File: src/sv/chs_pkg.sv
`timescale 1ns / 1ps
// shared types and constants for the chained hash set lookup block
// no dependencies

package chs_pkg;

    localparam int KEY_W               = 64;
    localparam int HASH_W              = 32;
    localparam int CFG_W               = 4;
    localparam int DEF_MAX_ENTRIES     = 1024;
    localparam int DEF_MAX_BUCKET_BITS = 10;

    localparam logic [13:0]      HASH_PRIME        = 14'd12289;
    localparam logic [CFG_W-1:0] BUCKET_BITS_RESET = 4'd10;

    localparam logic [1:0] CMD_INSERT = 2'd0;
    localparam logic [1:0] CMD_LOOKUP = 2'd1;
    localparam logic [1:0] CMD_CLEAR  = 2'd2;

    typedef struct packed {
        logic [1:0]       cmd;
        logic [KEY_W-1:0] key;
    } t_in;

    typedef struct packed {
        logic found;
        logic status;
    } t_out;

    typedef enum logic [2:0] {
        ST_CLEAR,
        ST_IDLE,
        ST_HASH,
        ST_HEAD,
        ST_HEADW,
        ST_WALK
    } t_state;

endpackage

File: src/sv/chs_hash.sv
`timescale 1ns / 1ps
// two-step tile key hash ((z*12289+x)*12289+y) mod 2^32, one register between multiplies
// depends on chs_pkg

module chs_hash
    import chs_pkg::*;
(
    input  logic              i_clk,
    input  logic [KEY_W-1:0]  i_key,
    output logic [HASH_W-1:0] o_hash
);

    logic [7:0]        z;
    logic [27:0]       x;
    logic [27:0]       y;
    logic [21:0]       zp;
    logic [45:0]       hp;
    logic [HASH_W-1:0] r_h1;

    assign z  = i_key[63:56];
    assign x  = i_key[55:28];
    assign y  = i_key[27:0];
    assign zp = 22'(z) * 22'(HASH_PRIME);

    always_ff @(posedge i_clk) begin
        r_h1 <= 32'(zp) + 32'(x);
    end

    assign hp     = 46'(r_h1) * 46'(HASH_PRIME);
    assign o_hash = hp[HASH_W-1:0] + 32'(y);

endmodule

File: config.mk
export PLATFORM = sky130hd
export DESIGN_NAME = chs_hash
export DESIGN_NICKNAME = d
export VERILOG_FILES = /design/src/sv/chs_pkg.sv /design/src/sv/chs_hash.sv
export SDC_FILE = /design/constraint.sdc
export NUM_CORES = 1
export LEC_CHECK = 0
export BUFFER_PORTS_ARGS = -buffer_cell sky130_fd_sc_hd__clkbuf_2
export CAP_MARGIN = 20
export CORE_AREA = 2 2 94 118
export DETAILED_ROUTE_END_ITERATION = 8
export DIE_AREA = 0 0 96 120
export GPL_ROUTABILITY_DRIVEN = 0
export MAX_ROUTING_LAYER = met4
export PLACE_DENSITY = 0.87
export SETUP_SLACK_MARGIN = 0.4
export SKIP_LAST_GASP = 1
export SLEW_MARGIN = 20
export SYNTH_ARGS = -nofsm -noshare
export SYNTH_HDL_FRONTEND = slang
export SYNTH_SLANG_ARGS = --single-unit
File: constraint.sdc
create_clock -name i_clk -period 5.8 [get_ports i_clk]
set_input_delay 0.58 -clock i_clk [delete_from_list [all_inputs] [get_ports i_clk]]
set_output_delay 0.58 -clock i_clk [all_outputs]
set_load 0.01 [all_outputs]
* Word level (Yosys, flattened, before mapping)
Index checks and enable logic that the tools add are counted.
** Word-level totals
- Logic and storage cells :: 5
- Memory bits (read-only) :: 0
- Memories :: 0
- Register bits after elaboration :: 29
- Input port bits :: 65
- Output and inout bits :: 32
- Bits in writable memories :: 0
- Latch bits :: 0
** Cells by class
- Shift operators :: 0
- Bitwise operators :: 0
- Magnitude comparators :: 0
- Add/subtract/negate cells :: 2
- Multipliers :: 2
- Eq/ne operators :: 0
- Reductions and logical operators :: 0
- Div/mod/pow operators :: 0
- Multiplexer cells :: 0
** Operators by type and width (count)
- adder 32 x 28 -> 32 bit :: 1
- multiplier 29 x 14 -> 32 bit, second input constant :: 1
- adder 22 x 28 -> 29 bit :: 1
- multiplier 8 x 14 -> 22 bit, second input constant :: 1

* Longest topological paths before layout
Gate-level depths: netlist of the first run.
- Depth after elaboration :: 2
- Depth in mapped cells :: 18
- Gate-level depth less buffers :: 18

* Worst setup path before layout of the first run
No wires, ideal clock.
- Kind :: register -> output
- Start point :: register r_h1[3]
- End point :: output port o_hash[31]
- Required time :: 5220 ps
- Data arrival time :: 4561 ps
- Cell stages (with the launch flop) :: 19
- Buffers on the path :: 0
- Slack :: 659 ps
- Cells stage by stage :: dfxtp_1 -> ha_1 -> ha_1 -> ha_1 -> inv_1 -> fa_1 -> inv_1 -> ha_1 -> inv_1 -> fa_1 -> inv_1 -> ha_1 -> and3_1 -> a221o_1 -> a21o_1 -> a211o_1 -> a221o_1 -> a21oi_2 -> xnor2_1
** On the way
- Longest elaborated chain between the ends :: 2
** RTL lines
- start, declared :: line chs_hash.sv:18 : logic [HASH_W-1:0] r_h1;
- start signal, assigned :: line chs_hash.sv:26 : r_h1 <= 32'(zp) + 32'(x);
- multiplier 29 x 14 -> 32 bit :: line chs_hash.sv:29 : assign hp = 46'(r_h1) * 46'(HASH_PRIME);
- adder 32 x 28 -> 32 bit :: line chs_hash.sv:30 : assign o_hash = hp[HASH_W-1:0] + 32'(y);
- end, declared :: line chs_hash.sv:10 : output logic [HASH_W-1:0] o_hash
Every way passes these cells.

* Worst setup path in the final report of the first run
- Start point :: register r_h1[11]
- End point :: output port o_hash[31]
Same word-level chain as after synthesis.

==> results of run 1 <==
[area by class of cell]
| type | instances | area, sq um | share of cell area, % |
|---|---|---|---|
| clock buffer | 6 | 139 | 1.90 |
| clock inverter | 2 | 37.5 | 0.514 |
| inverter | 110 | 413 | 5.66 |
| multi-input combinational | 506 | 5370 | 73.6 |
| sequential | 29 | 606 | 8.30 |
| tap | 132 | 165 | 2.26 |
| timing repair buffer | 107 | 567 | 7.77 |
[cell usage after synthesis, types with 8 or more instances]
| cell | instances | share of area, % |
|---|---|---|
| inv_1 | 110 | 6.9 |
| o21ai_0 | 22 | 1.8 |
| a21o_1 | 18 | 2.3 |
| xor2_1 | 22 | 3.2 |
| dfxtp_1 | 29 | 9.7 |
| xnor2_1 | 30 | 4.4 |
| fa_1 | 38 | 13 |
| ha_1 | 204 | 43 |
| a211oi_1 | 8 | 1.0 |
| nand3_1 | 9 | 0.75 |
| a21oi_1 | 36 | 3.0 |
| nand2_1 | 23 | 1.4 |
| nor2_1 | 26 | 1.6 |
[timing repair]
| item | CTS | global route |
|---|---|---|
| pin swaps | 17 | 28 |
| setup buffers | 6 | 5 |
| resized for setup | 35 | 39 |
| setup endpoints to repair | 6 | 6 |
[worst max-delay path: cells and delay by family, from the launching register on]
family | cells | cell delay (ns)
fa+ha+maj | 7 | 2.61
flops | 1 | 0.36
simple gates | 1 | 0.06
compound gates | 6 | 1.16
buf+inv | 3 | 0.31
xor+xnor | 1 | 0.12
[metrics by stage]
step | util (%) | setup slack (ns) | hold slack (ns) | cells
3_5_place_dp | 63.5 | 0.256 | 0.800 | 873
2_1_floorplan | - | 0.659 | 0.677 | 648
3_3_place_gp | 63.5 | 0.406 | 0.795 | 873
6_report | 69.8 | 0.300 | 0.520 | 892
5_1_grt | 69.8 | 0.193 | 0.530 | 892
4_1_cts | 67.7 | 0.403 | 0.515 | 887
[worst max-delay path by stage]
stage | depth (start not counted) | from | slack, ns | endpoint
floorplan | 18 | r_h1[3] | 0.66 | o_hash[31]
global placement | 19 | r_h1[3] | 0.41 | o_hash[31]
detailed placement | 19 | r_h1[3] | 0.26 | o_hash[31]
CTS | 19 | r_h1[4] | 0.40 | o_hash[31]
global route | 17 | r_h1[7] | 0.19 | o_hash[31]
finish | 18 | r_h1[11] | 0.30 | o_hash[31]
[logic make-up after synthesis]
| family | count (synthesis) |
|---|---|
| AOI/OAI and AO/OA | 121 |
| DFF | 29 |
| adders and majority gates | 242 |
| muxes | 1 |
| buffers and inverters | 113 |
| and+or+nand+nor | 90 |
| xor gates and xnor gates | 52 |
[layout by cell type (no fill, tap or decap), types with 4 or more instances in the layout]
master,Yosys,final
nand4_1,5,5
o21a_1,4,4
xor2_1,22,22
nor2b_1,7,7
o31ai_1,4,4
a211oi_1,8,7
inv_2,0,8
a21oi_1,36,34
nor2_1,26,25
inv_1,110,102
o21ai_0,22,18
nand2_1,23,23
ha_4,0,25
ha_2,0,6
nor3_1,7,7
clkbuf_2,0,94
nand3_1,9,9
dfxtp_1,29,17
buf_4,0,10
dfxtp_2,0,8
a31oi_1,4,4
xnor2_1,30,30
and3_1,6,5
dfxtp_4,0,4
clkbuf_16,0,5
a21o_1,18,18
ha_1,204,173
fa_1,38,35
[routing by layer]
| layer | wire length [um] | global-route usage [%] | vias to the layer above |
|---|---|---|---|
| li1 | - | - | 2476 |
| met1 | 5980 | 29.0 | 2521 |
| met2 | 9020 | 52.0 | 271 |
| met3 | 811 | 2.51 | 101 |
| met4 | 1310 | 18.1 | 0 |
| met5 | 0 | - | - |
==> impl_metrics.tcl, run 1 <==
set metrics [dict create \
    status "finished clean" \
    synthArstFlopShare_pct 0 \
    postLayoutCellArea_sq_mm 0.00730 \
    yosysUniqueCellTypes 43 \
    largest_register_ff_count 29 \
    drive_gt1_share_pct 23.6 \
    synth-compound-area-share_pct 13.3 \
    die_height_um 120 \
    hold_path.class "in2reg" \
    synth_nets 955 \
    core-area_sq_mm 0.0105 \
    yosysSeqAreaShare_pct 9.67 \
    final.setup.tns_ns 0 \
    cpMaxStageDelayCell "fa_1" \
    fin_crit_ns 5.50 \
    hold_start "i_key[53]" \
    dieArea_sq_mm 0.0115 \
    cts_root_buf "clkbuf_16" \
    grt_pass1_vias 5469 \
    synthSimpleGateAreaFrac_pct 7.07 \
    rsz0062_at_grt "yes" \
    synth-edff-count 0 \
    hold_viol 0 \
    grt-ovfl-total 0 \
    timing.final.crit_share_pct 94.8 \
    synth.ff_latch_count 29 \
    fp.dieW_um 96 \
    hpwl_um 11900 \
    ios 97 \
    timing.fmax_mhz 182 \
    fill_cells 687 \
    top_regs "r_h1 x29" \
    row_count 42 \
    antenna_found_initial 0 \
    clock_path_buffers 2 \
    syn_inst 648 \
    crit_top_cell "ha_1" \
    cts_tree "built" \
    cp.required_ns 5.22 \
    postCtsHoldBufs 0 \
    area_growth_pct 21.6 \
    path_class "reg2out" \
    ys_warn_count 0 \
    cts_max_level 2 \
    holdPathStages 2 \
    drt_iter0_markers 273 \
    cts_made_buffers 5 \
    final_nets 1066 \
    grt_max_degree 11 \
    synthMuxAreaShare_pct 0.167 \
    worst_setup_path_end_kind "primary output" \
    antennaDiodeCount 0 \
    syn_area_sq_mm 0.00600 \
    clk_pin_slew_worst_paths_ns 0.06 \
    gr-usage-all-layers_pct 28.8 \
    synthFlopType "dfxtp_1" \
    port_buffers 96 \
    worstPathCellList "ha_1 -> ha_1 -> ha_1 -> fa_1 -> ha_1 -> inv_1 -> fa_1 -> inv_1 -> ha_4 -> a21oi_2 -> nor2b_1 -> o21ai_1 -> o31ai_1 -> a211o_1 -> a221o_1 -> a21oi_2 -> xnor2_1 -> buf_2" \
    vias 5369 \
    cp-start-kind "flop" \
    synth_fa_ha_area_share_pct 55.2 \
    crit_fanout 6 \
    max-cap-violations 0 \
    clkSinkCount 29 \
    critPathMaxStageDelay_ns 0.56 \
    min_to "r_h1[25]" \
    vias_per_cell 6.02 \
    worst_slew_pin_slew_ns 0.933 \
    placed_area_sq_mm 0.00664 \
    drc_errors 0 \
    syn_area_per_cell_sq_um 9.26 \
    regMostFlops "r_h1" \
    worstPathArrival_ns 4.92 \
    initial_core_util_pct 57.4 \
    detail-route-antenna-nets 0 \
    drtPass1Iterations 5 \
    synth_xor_area_share_pct 7.59 \
    setup_viol 0 \
    synth_top_family_by_area "adder cells" \
    wire_per_inst_um 19.2 \
    slew_headroom_pct 37.2 \
    wl_um 17100 \
    grt_first_pass_wirelength_um 25200 \
    drv_slew 0 \
]
Power of run 1 is left out: the tool's default activity adds up to more than one toggle a clock period on the data nets, which glitch-free logic cannot reach.
==> run 2: changes to the inputs <==
==> constraint.sdc (replaced) <==
create_clock -name i_clk -period 5.8 [get_ports i_clk]
set_input_delay 1.16 -clock i_clk [delete_from_list [all_inputs] [get_ports i_clk]]
set_output_delay 1.16 -clock i_clk [all_outputs]
set_load 0.01 [all_outputs]
==> impl_metrics.tcl, run 2 (synthesis gave the netlist of run 1 again) <==
set metrics [dict create \
    status "complete, but fails checks" \
    violations "negative setup slack" \
    initial_core_util_pct 57.4 \
    cts_root_buf "clkbuf_16" \
    placed_area_sq_mm 0.00701 \
    timing.fmax_mhz 161 \
    cp-start-kind "input port" \
    worst_setup_path_end_kind "primary output" \
    wire_per_inst_um 21.2 \
    antenna_found_initial 0 \
    slew_headroom_pct 49.1 \
    row_count 42 \
    hold_path.class "in2reg" \
    drt_iter0_markers 317 \
    worst-path-buf-inv 5 \
    regMostFlops "r_h1" \
    largest_register_ff_count 29 \
    vias 5643 \
    cts_max_level 2 \
    dieArea_sq_mm 0.0115 \
    wl_um 19800 \
    final_util_pct 79.1 \
    grt-ovfl-total 0 \
    top_regs "r_h1 x29" \
    grt_pass1_vias 5714 \
    rsz0062_at_grt "yes" \
    hold_viol 0 \
    fp.dieW_um 96 \
    holdPathStages 2 \
    max-cap-violations 0 \
    multi_input_area_sq_mm 0.00598 \
    fill_cells 590 \
    cp.required_ns 4.64 \
    vias_per_cell 6.05 \
    worstPathArrival_ns 5.07 \
    area_growth_pct 37.9 \
    drtPass1Iterations 5 \
    min_to "r_h1[27]" \
    ios 97 \
    core-area_sq_mm 0.0105 \
    final_nets 1106 \
    worst_slew_pin_slew_ns 0.755 \
    path_class "in2out" \
    hold_start "i_key[55]" \
    clock_path_buffers 2 \
    layout_common_cells "147 x ha_1, 98 x inv_1, 81 x clkbuf_2" \
    final_cells 932 \
    port_buffers 96 \
    gr-usage-all-layers_pct 28.6 \
    worstPathCellList "clkbuf_2 -> ha_4 -> fa_1 -> ha_1 -> inv_1 -> fa_1 -> inv_2 -> ha_4 -> buf_4 -> a221o_1 -> a21o_1 -> a211o_1 -> a221o_1 -> a21oi_2 -> xnor2_2 -> buf_2" \
    dpl.cell_count 912 \
    grt_first_pass_wirelength_um 25300 \
    cts_made_buffers 5 \
    crit_family "adder cells" \
    place_ws_ns -0.374 \
    die_height_um 120 \
    cts_tree "built" \
    clkSinkCount 29 \
    hpwl_um 12600 \
    setup_viol 8 \
    drive_gt1_share_pct 35.1 \
    fin_crit_ns 6.23 \
    drv_slew 0 \
    detail-route-antenna-nets 0 \
    critPathMaxStageDelay_ns 0.52 \
    clk_pin_slew_worst_paths_ns 0.05 \
    cpMaxStageDelayCell "fa_1" \
    grt_max_degree 11 \
    setup_ws_ns -0.429 \
    ff_latch_area_sq_um 611 \
    postLayoutCellArea_sq_mm 0.00828 \
    timing.final.crit_share_pct 107 \
    crit_fanout 4 \
    drc_errors 0 \
    final_common_cell "ha_1" \
    antennaDiodeCount 0 \
]
## run 2: cell type report
cell class              count  share of cell area, %
clock inverters             2                  0.454
flip-flops and latches     29                   7.38
well taps                 132                   2.00
multi-input cells         506                   72.3
inverters                 110                   5.02
clock buffers               6                   1.68
repair buffers            147                   11.2
## run 2: timing repair
action | 4_1_cts | 5_1_grt
hold buffers | 0 | 0
gates resized for setup | 59 | 112
gates cloned | 0 | 0
setup buffers | 4 | 8
setup endpoints to repair | 14 | 14
pin swaps | 21 | 52
## run 2: through the flow
stage / hold slack, ns / TNS, ns
floorplan: 1.26 / 0
global placement: 1.37 / -0.422
detailed placement: 1.37 / -0.684
CTS: 1.09 / -0.575
global route: 1.10 / -3.33
finish: 1.09 / -1.73
## run 2: routing by layer
layer	global-route usage, %	share of wire (%)
met1	28.9	34
met2	52.6	52
met4	15.4	8.0
met3	2.64	6.1
met5	-	0
## run 2: worst max-delay path by stage
stage	start	endpoint	slack (ns)	cells past startpoint
global placement	i_key[16]	o_hash[31]	-0.28	18
global route	i_key[16]	o_hash[31]	-0.61	18
finish	i_key[18]	o_hash[31]	-0.43	16
floorplan	i_key[16]	o_hash[31]	0.02	16
CTS	i_key[16]	o_hash[31]	-0.27	18
detailed placement	i_key[22]	o_hash[31]	-0.37	16
Power of run 2 is left out for the same reason.
==> run 3: changes to the inputs <==
Clock period 5.8 ns to 6.5 ns, I/O delays scaled along.
==> impl_metrics.tcl, run 3 (synthesis gave the netlist of run 1 again) <==
set metrics [dict create \
    status "finished clean" \
    worstPathCellList "buf_6 -> ha_4 -> inv_2 -> fa_1 -> inv_2 -> ha_4 -> inv_2 -> fa_1 -> inv_2 -> ha_4 -> and3_4 -> a221o_1 -> a21o_1 -> a211o_1 -> a221o_1 -> a21oi_2 -> xnor2_2 -> buf_2" \
    rsz0062_at_grt "yes" \
    timing.final.crit_share_pct 97.9 \
    grt_max_degree 11 \
    clkSinkCount 29 \
    timing.fmax_mhz 157 \
    cp-start-kind "input port" \
    worst_setup_path_end_kind "primary output" \
    vias_per_cell 5.56 \
    postCtsHoldBufs 0 \
    cts_root_buf "clkbuf_16" \
    top_regs "r_h1 x29" \
    initial_core_util_pct 57.4 \
    fp.dieW_um 96 \
    area_growth_pct 18.9 \
    setup_viol 0 \
    crit_family "adder cells" \
    vias 4982 \
    regMostFlops "r_h1" \
    max-cap-violations 0 \
    grt_first_pass_wirelength_um 22800 \
    cp.required_ns 5.20 \
    fill_cells 768 \
    hold_path.class "in2reg" \
    multi_input_area_sq_mm 0.00518 \
    cpMaxStageDelayCell "fa_1" \
    cts_max_level 2 \
    drc_errors 0 \
    fin_crit_ns 6.36 \
    final_common_cell "ha_1" \
    layout_common_cells "193 x ha_1, 103 x inv_1, 88 x clkbuf_2" \
    hold_viol 0 \
    critPathMaxStageDelay_ns 0.53 \
    grt-ovfl-total 0 \
    slew_headroom_pct 52.3 \
    antennaDiodeCount 0 \
    drive_gt1_share_pct 20.3 \
    clock_path_buffers 2 \
    crit_top_cell "inv_2" \
    worst-path-buf-inv 6 \
    drt_iter0_markers 158 \
    crit_fanout 2 \
    detail-route-antenna-nets 0 \
    worstPathArrival_ns 5.06 \
    final.setup.tns_ns 0 \
    dieArea_sq_mm 0.0115 \
    clk_pin_slew_worst_paths_ns 0.05 \
    core-area_sq_mm 0.0105 \
    wire_per_inst_um 15.4 \
    largest_register_ff_count 29 \
    wl_um 13800 \
    gr-usage-all-layers_pct 25.7 \
    ff_latch_area_sq_um 584 \
    cts_tree "built" \
    worst_slew_pin_slew_ns 0.708 \
    final_util_pct 68.2 \
    hpwl_um 12100 \
    drtPass1Iterations 5 \
    cts_made_buffers 5 \
    port_buffers 96 \
    final_nets 1070 \
    antenna_found_initial 0 \
    row_count 42 \
    drv_slew 0 \
    ios 97 \
    grt_pass1_vias 5228 \
    die_height_um 120 \
    path_class "in2out" \
]
[run 3: changes by cell type in the layout (fill, tap and decap cells not counted), sizes merged]
cell    change
buf        -43
clkbuf      +7
[run 3: path summary, 6_finish.rpt]
check      start    endpoint  slack [ns]  depth (start not counted)
min    i_key[55]    r_h1[27]        1.23                          2
max    i_key[16]  o_hash[31]        0.14                         18
[run 3: what timing repair did]
item,CTS,global route
pin swaps,17,17
buffers inserted,4,6
resized for setup,17,29
endpoints found under the setup margin,4,11
[run 3: cell type report]
type                       instances  share of cell area, %
timing repair buffer             111                   8.61
inverter                         110                   5.79
clock buffer                       6                   1.95
tap                              132                   2.31
clock inverter                     2                  0.526
multi-input combinational        506                   72.6
sequential                        29                   8.19
[run 3: stage by stage]
| stage | instances | setup WS [ns] | hold slack, ns | area, sq um |
|---|---|---|---|---|
| after global placement | 878 | 0.106 | 1.51 | 6720 |
| after global routing | 896 | 0.0125 | 1.25 | 7140 |
| final | 896 | 0.138 | 1.23 | 7140 |
| after CTS | 890 | 0.0566 | 1.23 | 7000 |
| after floorplan | 648 | 0.400 | 1.40 | 6050 |
| after detailed placement | 878 | -0.0217 | 1.51 | 6720 |
[run 3: metal layers]
layer / GRT usage, % / part of all wire, % / vias to the layer above
met5: - / 0 / -
met4: 11.3 / 4.7 / 0
met3: 2.39 / 2.9 / 56
met2: 47.6 / 54 / 153
met1: 27.0 / 38 / 2294
li1: - / - / 2479
Power of run 3 is left out for the same reason.
